`src/rtl/tek_pkg.sv`:
```
// Shared types, event codes and command/status bundles of the touch event translator.
`default_nettype none
package tek_pkg;
   localparam int MaxKeys = 16;
   localparam int KeyIdxW = 4;
   localparam int ProdW   = 47;
   localparam int QuoW    = 48;
   localparam int DivCntW = 6;

   localparam logic [15:0] EV_SYN = 16'h0000;
   localparam logic [15:0] EV_KEY = 16'h0001;
   localparam logic [15:0] EV_REL = 16'h0002;
   localparam logic [15:0] EV_ABS = 16'h0003;

   localparam logic [15:0] CODE_REPORT   = 16'h0000;
   localparam logic [15:0] CODE_MT_SYNC  = 16'h0002;
   localparam logic [15:0] CODE_REL_Z    = 16'h0002;
   localparam logic [15:0] CODE_ABS_X    = 16'h0000;
   localparam logic [15:0] CODE_ABS_Y    = 16'h0001;
   localparam logic [15:0] CODE_ALT_RPT  = 16'h002a;
   localparam logic [15:0] CODE_TOUCH_MJ = 16'h0030;
   localparam logic [15:0] CODE_MT_X     = 16'h0035;
   localparam logic [15:0] CODE_MT_Y     = 16'h0036;
   localparam logic [15:0] CODE_MT_SLOT  = 16'h0039;
   localparam logic [15:0] CODE_PRESSURE = 16'h003a;

   localparam logic [15:0] OUT_CODE_RELEASE = 16'h0000;
   localparam logic [15:0] OUT_CODE_POS     = 16'h0001;

   localparam logic [2:0] REG_ST_X   = 3'd0;
   localparam logic [2:0] REG_ST_Y   = 3'd1;
   localparam logic [2:0] REG_MT_X   = 3'd2;
   localparam logic [2:0] REG_MT_Y   = 3'd3;
   localparam logic [2:0] REG_WIDTH  = 3'd4;
   localparam logic [2:0] REG_HEIGHT = 3'd5;
   localparam logic [2:0] REG_ORIENT = 3'd6;
   localparam logic [2:0] REG_KEYS   = 3'd7;

   localparam logic [1:0] CLS_DONE  = 2'd0;
   localparam logic [1:0] CLS_EMIT  = 2'd1;
   localparam logic [1:0] CLS_SCALE = 2'd2;
   localparam logic [1:0] CLS_RAW   = 2'd3;

   typedef struct packed {
      logic [31:0] st_x_axis;
      logic [31:0] st_y_axis;
      logic [31:0] mt_x_axis;
      logic [31:0] mt_y_axis;
      logic [12:0] screen_width;
      logic [12:0] screen_height;
      logic [2:0]  orient_mode;
      logic [4:0]  key_count;
   } cfg_type;

   typedef struct packed {
      logic capture;
      logic apply;
      logic axis_y;
      logic mul;
      logic load;
      logic div_step;
      logic store;
      logic post;
      logic scan_clear;
      logic scan_read;
      logic scan_next;
      logic key_hit;
      logic take_pos;
      logic emit;
   } cmd_type;

   typedef struct packed {
      logic [1:0] cls;
      logic       div_done;
      logic       out_free;
      logic       no_pos;
      logic       scan_needed;
      logic       hit;
      logic       scan_last;
      logic       discard;
   } status_type;
endpackage
`default_nettype wire

```
`src/rtl/tek_ctrl.sv`:
```
// Sequencer that steps one event word through decode, scaling, key scan and output.
`default_nettype none
module tek_ctrl (
   input  wire logic               clock,
   input  wire logic               reset,
   input  wire logic               req_valid,
   output logic                    req_stall,
   input  wire tek_pkg::status_type status,
   output tek_pkg::cmd_type        cmd
);
   import tek_pkg::*;

   localparam logic [3:0] S_IDLE   = 4'd0;
   localparam logic [3:0] S_DECODE = 4'd1;
   localparam logic [3:0] S_MUL    = 4'd2;
   localparam logic [3:0] S_LOAD   = 4'd3;
   localparam logic [3:0] S_DIV    = 4'd4;
   localparam logic [3:0] S_POST   = 4'd5;
   localparam logic [3:0] S_CHECK  = 4'd6;
   localparam logic [3:0] S_SADDR  = 4'd7;
   localparam logic [3:0] S_SCHK   = 4'd8;
   localparam logic [3:0] S_FINAL  = 4'd9;
   localparam logic [3:0] S_EMIT   = 4'd10;

   logic [3:0] state_ff, state_in;
   logic       axis_ff, axis_in;

   assign req_stall = (state_ff != S_IDLE);

   always_comb begin
      state_in = state_ff;
      axis_in  = axis_ff;
      cmd      = '0;
      cmd.axis_y = axis_ff;
      case (state_ff)
         S_IDLE: begin
            if (req_valid) begin
               cmd.capture = 1'b1;
               state_in    = S_DECODE;
            end
         end
         S_DECODE: begin
            cmd.apply = 1'b1;
            axis_in   = 1'b0;
            case (status.cls)
               CLS_EMIT:  state_in = S_EMIT;
               CLS_SCALE: state_in = S_MUL;
               CLS_RAW:   state_in = S_POST;
               default:   state_in = S_IDLE;
            endcase
         end
         S_MUL: begin
            cmd.mul  = 1'b1;
            state_in = S_LOAD;
         end
         S_LOAD: begin
            cmd.load = 1'b1;
            state_in = S_DIV;
         end
         S_DIV: begin
            if (status.div_done) begin
               cmd.store = 1'b1;
               axis_in   = 1'b1;
               state_in  = axis_ff ? S_POST : S_MUL;
            end else begin
               cmd.div_step = 1'b1;
            end
         end
         S_POST: begin
            cmd.post = 1'b1;
            state_in = S_CHECK;
         end
         S_CHECK: begin
            if (status.no_pos) begin
               state_in = S_IDLE;
            end else if (status.scan_needed) begin
               cmd.scan_clear = 1'b1;
               state_in       = S_SADDR;
            end else begin
               state_in = S_FINAL;
            end
         end
         S_SADDR: begin
            cmd.scan_read = 1'b1;
            state_in      = S_SCHK;
         end
         S_SCHK: begin
            if (status.hit) begin
               cmd.key_hit = 1'b1;
               state_in    = S_EMIT;
            end else if (status.scan_last) begin
               state_in = S_FINAL;
            end else begin
               cmd.scan_next = 1'b1;
               state_in      = S_SADDR;
            end
         end
         S_FINAL: begin
            if (status.discard) begin
               state_in = S_IDLE;
            end else begin
               cmd.take_pos = 1'b1;
               state_in     = S_EMIT;
            end
         end
         S_EMIT: begin
            if (status.out_free) begin
               cmd.emit = 1'b1;
               state_in = S_IDLE;
            end
         end
         default: state_in = S_IDLE;
      endcase
   end

   always_ff @(posedge clock) begin
      if (reset) begin
         state_ff <= S_IDLE;
         axis_ff  <= 1'b0;
      end else begin
         state_ff <= state_in;
         axis_ff  <= axis_in;
      end
   end
endmodule
`default_nettype wire

```
`src/rtl/tek_dp.sv`:
```
// Datapath: event state, scaling multiplier and divider, key table and output register.
`default_nettype none
module tek_dp (
   input  wire logic                clock,
   input  wire logic                reset,
   input  wire tek_pkg::cfg_type    cfg,
   input  wire tek_pkg::cmd_type    cmd,
   output tek_pkg::status_type      status,
   input  wire logic                req_op,
   input  wire logic [15:0]         req_ev_type,
   input  wire logic [15:0]         req_ev_code,
   input  wire logic signed [31:0]  req_ev_value,
   input  wire logic [3:0]          req_key_index,
   input  wire logic [15:0]         req_key_scancode,
   input  wire logic [15:0]         req_key_center_x,
   input  wire logic [15:0]         req_key_center_y,
   input  wire logic [15:0]         req_key_width,
   input  wire logic [15:0]         req_key_height,
   output logic                     rsp_valid,
   input  wire logic                rsp_stall,
   output logic [15:0]              rsp_out_type,
   output logic [15:0]              rsp_out_code,
   output logic signed [31:0]       rsp_out_value
);
   import tek_pkg::*;

   logic               op_ff;
   logic [15:0]        type_ff, code_ff;
   logic signed [31:0] value_ff;
   logic [3:0]         kidx_ff;
   logic [15:0]        kcode_ff, kcx_ff, kcy_ff, kw_ff, kh_ff;

   logic               ignored_ff, discard_ff, lwr_ff, rp_ff;
   logic               st_any_ff, mt_any_ff, slot_zero_ff;
   logic signed [16:0] down_x_ff, down_y_ff;
   logic signed [31:0] st_x_ff, st_y_ff, mt_x_ff, mt_y_ff;

   logic signed [31:0] px_ff, py_ff;
   logic [31:0]        xa_ff, ya_ff;
   logic signed [ProdW-1:0] prod_ff;
   logic [ProdW-1:0]   quo_ff;
   logic [17:0]        rem_ff;
   logic [16:0]        den_ff;
   logic               qneg_ff;
   logic [DivCntW-1:0] cnt_ff;
   logic signed [QuoW-1:0] qx_ff, qy_ff;
   logic signed [16:0] sx_ff, sy_ff;

   logic [79:0]        mem [MaxKeys];
   logic [79:0]        rd_ff;
   logic [KeyIdxW-1:0] idx_ff;

   logic [15:0]        stg_type_ff, stg_code_ff;
   logic [31:0]        stg_value_ff;
   logic               rsp_valid_ff;
   logic [15:0]        rsp_type_ff, rsp_code_ff;
   logic [31:0]        rsp_value_ff;

   logic t2c2, t1v0, is_abs, is_pass, sel_st, eq_axes;
   logic [31:0] xa_sel, ya_sel;
   logic [1:0]  cls;

   always_comb begin
      t2c2    = (type_ff == EV_REL) && (code_ff == CODE_REL_Z);
      t1v0    = (type_ff == EV_KEY) && (value_ff == 32'sd0);
      is_abs  = (type_ff == EV_ABS);
      is_pass = (code_ff != CODE_ALT_RPT) &&
                ((type_ff != EV_SYN) ||
                 ((code_ff != CODE_REPORT) && (code_ff != CODE_MT_SYNC)));
      sel_st  = st_any_ff;
      xa_sel  = sel_st ? cfg.st_x_axis : cfg.mt_x_axis;
      ya_sel  = sel_st ? cfg.st_y_axis : cfg.mt_y_axis;
      eq_axes = (xa_sel[15:0] == xa_sel[31:16]) || (ya_sel[15:0] == ya_sel[31:16]);
      if (op_ff || ignored_ff || t2c2 || t1v0 || is_abs) begin
         cls = CLS_DONE;
      end else if (is_pass || (code_ff == CODE_MT_SYNC)) begin
         cls = CLS_EMIT;
      end else if (lwr_ff || rp_ff) begin
         cls = discard_ff ? CLS_DONE : CLS_EMIT;
      end else if (st_any_ff || mt_any_ff) begin
         cls = eq_axes ? CLS_RAW : CLS_SCALE;
      end else begin
         cls = CLS_DONE;
      end
   end

   // scaling operands for the current axis
   logic signed [31:0] pos_a;
   logic [31:0]        ax_a;
   logic [12:0]        size_a;
   logic signed [33:0] diff_a;
   logic signed [13:0] sizem1_a;
   logic signed [17:0] den_s;
   always_comb begin
      pos_a  = cmd.axis_y ? py_ff : px_ff;
      ax_a   = cmd.axis_y ? ya_ff : xa_ff;
      if (cmd.axis_y) begin
         size_a = cfg.orient_mode[0] ? cfg.screen_width : cfg.screen_height;
      end else begin
         size_a = cfg.orient_mode[0] ? cfg.screen_height : cfg.screen_width;
      end
      diff_a   = 34'(pos_a) - 34'($signed(ax_a[15:0]));
      sizem1_a = $signed({1'b0, size_a}) - 14'sd1;
      den_s    = 18'($signed(ax_a[31:16])) - 18'($signed(ax_a[15:0]));
   end

   logic [17:0] trial;
   logic        tge;
   always_comb begin
      trial = {rem_ff[16:0], quo_ff[ProdW-1]};
      tge   = (trial >= {1'b0, den_ff});
   end

   // orientation and saturation
   logic signed [QuoW:0] x0, y0, x1, y1;
   logic signed [16:0]   sx_n, sy_n;
   always_comb begin
      x0 = cfg.orient_mode[0] ? (QuoW+1)'(qy_ff) : (QuoW+1)'(qx_ff);
      y0 = cfg.orient_mode[0] ? (QuoW+1)'(qx_ff) : (QuoW+1)'(qy_ff);
      x1 = cfg.orient_mode[1] ? ($signed({1'b0, cfg.screen_width}) - x0) : x0;
      y1 = cfg.orient_mode[2] ? ($signed({1'b0, cfg.screen_height}) - y0) : y0;
      if (x1 < -(QuoW+1)'(65536))     sx_n = -17'sd65536;
      else if (x1 > (QuoW+1)'(65535)) sx_n = 17'sd65535;
      else                            sx_n = x1[16:0];
      if (y1 < -(QuoW+1)'(65536))     sy_n = -17'sd65536;
      else if (y1 > (QuoW+1)'(65535)) sy_n = 17'sd65535;
      else                            sy_n = y1[16:0];
   end

   // key hit test
   logic [4:0]         n_eff;
   logic signed [17:0] dx, dy;
   logic [17:0]        adx, ady;
   logic               hit;
   always_comb begin
      n_eff = (cfg.key_count > 5'(MaxKeys)) ? 5'(MaxKeys) : cfg.key_count;
      dx    = $signed({2'b0, rd_ff[31:16]}) - 18'(sx_ff);
      dy    = $signed({2'b0, rd_ff[47:32]}) - 18'(sy_ff);
      adx   = dx[17] ? 18'(-dx) : 18'(dx);
      ady   = dy[17] ? 18'(-dy) : 18'(dy);
      hit   = (adx < {3'b0, rd_ff[63:49]}) && (ady < {3'b0, rd_ff[79:65]});
   end

   function automatic logic [31:0] pack_xy(input logic [16:0] x, input logic [16:0] y);
      pack_xy = {x[15:0], 16'b0} | {{15{y[16]}}, y};
   endfunction

   always_comb begin
      status.cls         = cls;
      status.div_done    = (cnt_ff == '0);
      status.out_free    = !rsp_valid_ff || !rsp_stall;
      status.no_pos      = (sx_ff == -17'sd1) || (sy_ff == -17'sd1);
      status.scan_needed = (down_x_ff == -17'sd1) && (n_eff != 5'd0);
      status.hit         = hit;
      status.scan_last   = ({1'b0, idx_ff} + 5'd1) == n_eff;
      status.discard     = discard_ff;
   end

   // input capture and working payload
   always_ff @(posedge clock) begin
      if (cmd.capture) begin
         op_ff    <= req_op;
         type_ff  <= req_ev_type;
         code_ff  <= req_ev_code;
         value_ff <= req_ev_value;
         kidx_ff  <= req_key_index;
         kcode_ff <= req_key_scancode;
         kcx_ff   <= req_key_center_x;
         kcy_ff   <= req_key_center_y;
         kw_ff    <= req_key_width;
         kh_ff    <= req_key_height;
      end
      if (cmd.apply && op_ff) begin
         mem[kidx_ff] <= {kh_ff, kw_ff, kcy_ff, kcx_ff, kcode_ff};
      end
      if (cmd.apply) begin
         px_ff <= sel_st ? st_x_ff : mt_x_ff;
         py_ff <= sel_st ? st_y_ff : mt_y_ff;
         xa_ff <= xa_sel;
         ya_ff <= ya_sel;
         qx_ff <= QuoW'(sel_st ? st_x_ff : mt_x_ff);
         qy_ff <= QuoW'(sel_st ? st_y_ff : mt_y_ff);
         stg_type_ff  <= type_ff;
         stg_code_ff  <= code_ff;
         stg_value_ff <= value_ff;
         if (!is_pass && (code_ff != CODE_MT_SYNC)) begin
            stg_type_ff  <= EV_ABS;
            stg_code_ff  <= OUT_CODE_RELEASE;
            stg_value_ff <= pack_xy(down_x_ff, down_y_ff);
         end
      end
      if (cmd.mul) begin
         prod_ff <= ProdW'(diff_a) * ProdW'(sizem1_a);
         den_ff  <= den_s[17] ? 17'(-den_s) : 17'(den_s);
         qneg_ff <= den_s[17];
      end
      if (cmd.load) begin
         quo_ff  <= prod_ff[ProdW-1] ? ProdW'(-prod_ff) : ProdW'(prod_ff);
         qneg_ff <= qneg_ff ^ prod_ff[ProdW-1];
         rem_ff  <= '0;
      end
      if (cmd.div_step) begin
         rem_ff <= tge ? (trial - {1'b0, den_ff}) : trial;
         quo_ff <= {quo_ff[ProdW-2:0], tge};
      end
      if (cmd.store) begin
         if (cmd.axis_y) qy_ff <= qneg_ff ? -$signed({1'b0, quo_ff}) : $signed({1'b0, quo_ff});
         else            qx_ff <= qneg_ff ? -$signed({1'b0, quo_ff}) : $signed({1'b0, quo_ff});
      end
      if (cmd.post) begin
         sx_ff <= sx_n;
         sy_ff <= sy_n;
      end
      if (cmd.scan_clear)      idx_ff <= '0;
      else if (cmd.scan_next)  idx_ff <= idx_ff + 4'd1;
      if (cmd.scan_read) rd_ff <= mem[idx_ff];
      if (cmd.key_hit) begin
         stg_type_ff  <= EV_KEY;
         stg_code_ff  <= rd_ff[15:0];
         stg_value_ff <= 32'd1;
      end
      if (cmd.take_pos) begin
         stg_type_ff  <= EV_ABS;
         stg_code_ff  <= OUT_CODE_POS;
         stg_value_ff <= pack_xy(sx_ff, sy_ff);
      end
      if (cmd.emit) begin
         rsp_type_ff  <= stg_type_ff;
         rsp_code_ff  <= stg_code_ff;
         rsp_value_ff <= stg_value_ff;
      end
      if (reset) begin
         st_x_ff <= '0;
         st_y_ff <= '0;
         mt_x_ff <= '0;
         mt_y_ff <= '0;
      end else if (cmd.apply && !op_ff && !ignored_ff && is_abs) begin
         if (code_ff == CODE_ABS_X) st_x_ff <= value_ff;
         if (code_ff == CODE_ABS_Y) st_y_ff <= value_ff;
         if (slot_zero_ff && (code_ff == CODE_MT_X)) mt_x_ff <= value_ff;
         if (slot_zero_ff && (code_ff == CODE_MT_Y)) mt_y_ff <= value_ff;
         if (slot_zero_ff && (value_ff == 32'sd0) &&
             ((code_ff == CODE_TOUCH_MJ) || (code_ff == CODE_PRESSURE))) begin
            mt_x_ff <= '0;
            mt_y_ff <= '0;
         end
      end
   end

   // control state
   always_ff @(posedge clock) begin
      if (reset) begin
         ignored_ff   <= 1'b0;
         discard_ff   <= 1'b0;
         lwr_ff       <= 1'b0;
         rp_ff        <= 1'b0;
         st_any_ff    <= 1'b0;
         mt_any_ff    <= 1'b0;
         slot_zero_ff <= 1'b1;
         down_x_ff    <= -17'sd1;
         down_y_ff    <= -17'sd1;
         cnt_ff       <= '0;
         rsp_valid_ff <= 1'b0;
      end else begin
         if (cmd.apply && !op_ff && !ignored_ff) begin
            if (t2c2) begin
               ignored_ff <= 1'b1;
            end else if (t1v0) begin
               ignored_ff <= 1'b0;
            end else if (is_abs) begin
               case (code_ff)
                  CODE_ABS_X: begin
                     st_any_ff <= 1'b1;
                     lwr_ff    <= 1'b0;
                  end
                  CODE_ABS_Y: begin
                     st_any_ff <= 1'b1;
                     lwr_ff    <= 1'b0;
                  end
                  CODE_MT_SLOT: begin
                     slot_zero_ff <= (value_ff == 32'sd0);
                     lwr_ff       <= 1'b0;
                  end
                  CODE_MT_X, CODE_MT_Y: begin
                     if (slot_zero_ff) mt_any_ff <= 1'b1;
                     lwr_ff <= 1'b0;
                  end
                  CODE_TOUCH_MJ, CODE_PRESSURE: begin
                     if (slot_zero_ff && (value_ff == 32'sd0)) rp_ff <= 1'b1;
                     lwr_ff <= 1'b0;
                  end
                  default: lwr_ff <= lwr_ff;
               endcase
            end else if (is_pass) begin
               lwr_ff <= 1'b0;
            end else if (code_ff == CODE_MT_SYNC) begin
               lwr_ff <= lwr_ff;
            end else if (lwr_ff || rp_ff) begin
               rp_ff      <= 1'b0;
               down_x_ff  <= -17'sd1;
               down_y_ff  <= -17'sd1;
               discard_ff <= 1'b0;
            end else begin
               lwr_ff <= 1'b1;
               if (st_any_ff || mt_any_ff) begin
                  st_any_ff    <= 1'b0;
                  mt_any_ff    <= 1'b0;
                  slot_zero_ff <= 1'b1;
               end
            end
         end
         if (cmd.load)          cnt_ff <= DivCntW'(ProdW);
         else if (cmd.div_step) cnt_ff <= cnt_ff - 1'b1;
         if (cmd.key_hit) begin
            discard_ff <= 1'b1;
            down_x_ff  <= 17'sd0;
         end
         if (cmd.take_pos) begin
            down_x_ff <= sx_ff;
            down_y_ff <= sy_ff;
         end
         if (cmd.emit)          rsp_valid_ff <= 1'b1;
         else if (!rsp_stall)   rsp_valid_ff <= 1'b0;
      end
   end

   assign rsp_valid     = rsp_valid_ff;
   assign rsp_out_type  = rsp_type_ff;
   assign rsp_out_code  = rsp_code_ff;
   assign rsp_out_value = rsp_value_ff;
endmodule
`default_nettype wire

```
`src/rtl/touch_event_to_key_translator.sv`:
```
// Top level: register file, sequencer and datapath of the touch event translator.
//
// Input words arrive on req_valid/req_stall with one port per field; result
// words leave on rsp_valid/rsp_stall. Each input word yields zero or one
// result word. Registers are written through the APB-style port at byte
// address 4*i and read back with their stored value.
// Only one word is in flight: req_stall is high from the cycle after accept
// until the sequencer is back at idle. A report that is scaled runs one
// shared multiplier and a one-bit-per-cycle divider per axis; a virtual key
// scan reads at most 16 table entries. Reports with either axis minimum
// equal to its maximum skip the multiplier and the divider.
// The result sits in an output register; the next word is accepted while it
// waits. If rsp_stall holds that register, the following result waits in its
// emit step until the register frees.
// Synchronous reset clears all control state and restores register defaults;
// the virtual key table holds unknown contents until written.
`default_nettype none
module touch_event_to_key_translator (
   input  wire logic               clock,
   input  wire logic               reset,
   input  wire logic               req_valid,
   output logic                    req_stall,
   input  wire logic               req_op,
   input  wire logic [15:0]        req_ev_type,
   input  wire logic [15:0]        req_ev_code,
   input  wire logic signed [31:0] req_ev_value,
   input  wire logic [3:0]         req_key_index,
   input  wire logic [15:0]        req_key_scancode,
   input  wire logic [15:0]        req_key_center_x,
   input  wire logic [15:0]        req_key_center_y,
   input  wire logic [15:0]        req_key_width,
   input  wire logic [15:0]        req_key_height,
   output logic                    rsp_valid,
   input  wire logic               rsp_stall,
   output logic [15:0]             rsp_out_type,
   output logic [15:0]             rsp_out_code,
   output logic signed [31:0]      rsp_out_value,
   input  wire logic               psel,
   input  wire logic               penable,
   input  wire logic               pwrite,
   input  wire logic [4:0]         paddr,
   input  wire logic [31:0]        pwdata,
   output logic [31:0]             prdata,
   output logic                    pready
);
   import tek_pkg::*;

   cfg_type    cfg_ff;
   cmd_type    cmd;
   status_type status;
   logic [2:0] ridx;

   assign pready = 1'b1;
   assign ridx   = paddr[4:2];

   always_ff @(posedge clock) begin
      if (reset) begin
         cfg_ff.st_x_axis     <= '0;
         cfg_ff.st_y_axis     <= '0;
         cfg_ff.mt_x_axis     <= '0;
         cfg_ff.mt_y_axis     <= '0;
         cfg_ff.screen_width  <= 13'd320;
         cfg_ff.screen_height <= 13'd480;
         cfg_ff.orient_mode   <= '0;
         cfg_ff.key_count     <= '0;
      end else if (psel && penable && pwrite) begin
         case (ridx)
            REG_ST_X:   cfg_ff.st_x_axis     <= pwdata;
            REG_ST_Y:   cfg_ff.st_y_axis     <= pwdata;
            REG_MT_X:   cfg_ff.mt_x_axis     <= pwdata;
            REG_MT_Y:   cfg_ff.mt_y_axis     <= pwdata;
            REG_WIDTH:  cfg_ff.screen_width  <= pwdata[12:0];
            REG_HEIGHT: cfg_ff.screen_height <= pwdata[12:0];
            REG_ORIENT: cfg_ff.orient_mode   <= pwdata[2:0];
            REG_KEYS:   cfg_ff.key_count     <= pwdata[4:0];
            default:    cfg_ff.key_count     <= cfg_ff.key_count;
         endcase
      end
   end

   always_comb begin
      case (ridx)
         REG_ST_X:   prdata = cfg_ff.st_x_axis;
         REG_ST_Y:   prdata = cfg_ff.st_y_axis;
         REG_MT_X:   prdata = cfg_ff.mt_x_axis;
         REG_MT_Y:   prdata = cfg_ff.mt_y_axis;
         REG_WIDTH:  prdata = {19'b0, cfg_ff.screen_width};
         REG_HEIGHT: prdata = {19'b0, cfg_ff.screen_height};
         REG_ORIENT: prdata = {29'b0, cfg_ff.orient_mode};
         REG_KEYS:   prdata = {27'b0, cfg_ff.key_count};
         default:    prdata = '0;
      endcase
   end

   tek_ctrl u_ctrl (
      .clock     (clock),
      .reset     (reset),
      .req_valid (req_valid),
      .req_stall (req_stall),
      .status    (status),
      .cmd       (cmd)
   );

   tek_dp u_dp (
      .clock            (clock),
      .reset            (reset),
      .cfg              (cfg_ff),
      .cmd              (cmd),
      .status           (status),
      .req_op           (req_op),
      .req_ev_type      (req_ev_type),
      .req_ev_code      (req_ev_code),
      .req_ev_value     (req_ev_value),
      .req_key_index    (req_key_index),
      .req_key_scancode (req_key_scancode),
      .req_key_center_x (req_key_center_x),
      .req_key_center_y (req_key_center_y),
      .req_key_width    (req_key_width),
      .req_key_height   (req_key_height),
      .rsp_valid        (rsp_valid),
      .rsp_stall        (rsp_stall),
      .rsp_out_type     (rsp_out_type),
      .rsp_out_code     (rsp_out_code),
      .rsp_out_value    (rsp_out_value)
   );
endmodule
`default_nettype wire

```
`config.mk`:
```
export PLATFORM = sky130hd
export DESIGN_NAME = touch_event_to_key_translator
export DESIGN_NICKNAME = d
export VERILOG_FILES = /design/src/rtl/tek_pkg.sv /design/src/rtl/tek_ctrl.sv /design/src/rtl/tek_dp.sv /design/src/rtl/touch_event_to_key_translator.sv
export SDC_FILE = /design/constraint.sdc
export NUM_CORES = 2
export LEC_CHECK = 0
export BUFFER_PORTS_ARGS = -buffer_cell sky130_fd_sc_hd__buf_2
export CAP_MARGIN = 10
export CELL_PAD_IN_SITES_DETAIL_PLACEMENT = 1
export CELL_PAD_IN_SITES_GLOBAL_PLACEMENT = 1
export CORE_MARGIN = 2
export CORE_UTILIZATION = 30
export DETAILED_ROUTE_END_ITERATION = 10
export PLACE_DENSITY_LB_ADDON = 0.1
export RECOVER_POWER = 50
export SLEW_MARGIN = 20
export SYNTH_ARGS = -nofsm -noshare
export SYNTH_HDL_FRONTEND = slang
export SYNTH_SLANG_ARGS = --single-unit
```
`constraint.sdc`:
```
create_clock -name clock -period 14.51 [get_ports clock]
set_input_delay 2.902 -clock clock [delete_from_list [all_inputs] [get_ports clock]]
set_output_delay 2.902 -clock clock [all_outputs]
set_load 0.05 [all_outputs]
```
==> run_results.csv <==
group,metric,value,unit
route,dr_total_vias,75420,
route,via_per_inst,5.054,
floorplanning,num_rows,231,
clocking,clock_latency,940,ps
logic_synthesis,ys_types,96,
logic_synthesis,yosysTopAreaCellShare,46.93,%
route,first_iter_violations,4758,
clocking,numClockSinks,2335,
floorplanning,die_h,633.9,um
layout,final_nets,10320,
route,avgRoutedWirePerCell,27.09,um
layout,layout.cells.non_filler,14920,
logic_synthesis,yosys-top-cells-count,"edfxtp_1, nand2_1, inv_1, nor2_1, a21oi_1",
clocking,cts_made_buffers,285,
worst_setup_path,slowest_delay,950,ps
global_routing,overflow,0,
worst_setup_path,cp.required,15130,ps
global_routing,first_global_vias,80960,
min_path,hold_class,"reg2reg",
clocking,hold_buffers,0,
logic_synthesis,syn_area,119000,um^2
clocking,cts_resized,0,
layout,layout.area.seq,65380,um^2
placement,place.port_buffers,286,
worst_setup_path,endpoint_kind,"register",
route,antenna_left,0,
logic_synthesis,synthArstFlopShare,0,%
placement,place_inst,14380,
flow_run,maxCapViolations,28,
route,wl,404.2,mm
outcome,status,"complete, but fails checks",
floorplanning,fp.dieW,633.9,um
layout,layout-drive-gt1-share,14.40,%
logic_synthesis,dominantRegCellSynth,"edfxtp_1",
timing,fmax,81.44,MHz
logic_synthesis,synth.most_common_cell,"edfxtp_1",
worst_setup_path,crit_path_max_fanout,30,
worst_setup_path,cp_slowest_cell,"dfxtp_1",
logic_synthesis,yosysSeqAreaShare,54.91,%
clocking,htree_levels,5,
floorplanning,core_area,395400,um^2
global_routing,antenna_found_initial,40,
placement,gp_congestion,0.8228,
logic_synthesis,synth-edff-count,1860,
clocking,post_cts_buffers,0,
clocking,clock-root-buffer,"clkbuf_16",
worst_setup_path,path_common_cell,"fa_1",
route,drt-pass1-iter-count,5,
placement,post-dp-hpwl,274.1,mm
timing,setup_viol,0,
timing,final-max-slew-violation-count,1105,
layout,area_growth,14.18,%
logic_synthesis,ys_warn_count,0,
timing,worst_pin_slew,8176,ps
global_routing,grt_pass1_wl,583.9,mm
clocking,cts_tree,"done",
logic_synthesis,synth.avg_cell_area,13.02,um^2
timing,period_share,84.63,%
clocking,path_clk_slew,60,ps
global_routing,grt_max_degree,185,
timing,hold_viol,0,
worst_setup_path,worst-setup-path-type,"reg2reg",
timing,period_needed,12280,ps
clocking,cts_buffer_depth,4,
route,drc,0,
timing,grt_setup_unrepaired,"false",
outcome,violations,"max-capacitance violations, max-slew violations",
timing,timing.hold.ws,386.1,ps
layout,multiInputGateArea,49930,um^2
logic_synthesis,synth_area_leaders,"edfxtp_1, dfxtp_1, mux4_2",
logic_synthesis,syn-instance-count,9140,
floorplanning,fp.dieArea,401800,um^2
timing,skew,84.38,ps
layout,n_fill_cell,41760,
timing,finalSetupTns,0,ps
logic_synthesis,postSynthRegisterBits,2335,
global_routing,grtUsageTotal,19.88,%
floorplanning,start_util,30.10,%
layout,utilization,34.37,%
worst_setup_path,cp-start-kind,"register",
logic_synthesis,synth_top_area_cell,"edfxtp_1",
floorplanning,ios,292,
logic_synthesis,synth_fp_nets,10030,
timing,maxSlewHeadroom,-445.1,%
worst_setup_path,crit_arrival,12900,ps
stage by stage:
step                      setup slack (ps)  instance area, um^2
after floorplan                       4168               119000
after global placement                2502               127000
after detailed placement              2727               127000
after CTS                             2639               136100
after global routing                  1497               135900
final                                 2230               135900
path summary, 6_finish.rpt:
kind	cells after the start	endpoint	start	slack [ps]
setup / recovery	33	u_dp.prod_ff[43]	u_ctrl.axis_ff	2230
hold / removal	0	u_dp.rsp_out_value[20]	u_dp.stg_value_ff[20]	390
setup reg to reg	33	u_dp.prod_ff[43]	u_ctrl.axis_ff	2230
hold reg to reg	0	u_dp.rsp_out_value[20]	u_dp.stg_value_ff[20]	390
state kept, by name, indices dropped and copies added, names as in the netlist, 47 cells and up:
name / flops
u_dp.prod_ff: 47
cfg_ff: 162
u_dp.mem: 1248
u_dp.quo_ff: 47
u_dp.qx_ff: 48
u_dp.qy_ff: 48
u_dp.rd_ff: 78
per-layer routing:
layer / wire, um / global-route usage [%] / part of all wire (%) / up-vias
met3: 12260 / 1.895 / 3.0 / 506
met1: 172800 / 25.34 / 43 / 39690
met4: 12000 / 5.377 / 3.0 / 0
met5: 0 / 0 / 0 / -
met2: 207200 / 35.79 / 51 / 1266
li1: - / - / - / 33960
cell type report:
class                   instances  area share (%)
well taps                    5242           4.826
flip-flops and latches       2335           48.11
inverters                     620           1.713
clock inverters               121          0.9878
repair buffers                441           1.869
clock buffers                 396           5.722
multi-input cells            5746           36.74
diodes                         20         0.03682
layout by cell type (no fill, tap or decap), types with 75 or more instances in the layout:
master	instances
mux2i_1	366
mux2_2	82
clkbuf_1	160
xor2_1	201
buf_4	133
o21ai_0	310
buf_2	237
o31ai_1	75
a21o_1	78
clkbuf_16	291
nand2_1	976
nor3_1	153
ha_1	267
nor2_1	594
dfxtp_1	469
edfxtp_1	1860
a21oi_1	475
mux2_1	125
xnor2_1	178
fa_1	430
inv_1	616
mux4_2	411
critical path: cells and delay by family, from the launching register on:
family / cells / cell delay [ps]
muxes: 1 / 480
AOI/OAI and AO/OA: 16 / 4640
xor gates and xnor gates: 2 / 930
DFF: 1 / 950
adders and majority gates: 8 / 3670
and+or+nand+nor: 3 / 570
buffers and inverters: 3 / 700
logic make-up (layout without fill, tap and decap cells):
kind of cell    count (synthesis)  in the layout  share of synthesized area, %
fa+ha+maj                     697            697                         10.04
buf+inv                      1059           1578                         3.413
xor+xnor                      395            395                         2.907
mux                           986            986                         12.83
other cells                     1             21                      0.003151
simple gates                 2295           2295                         8.726
flops                        2335           2335                         54.91
compound gates               1372           1372                         7.165
Power is left out: the tool's default activity adds up to more than one toggle a clock period on the data nets, which glitch-free logic cannot reach.
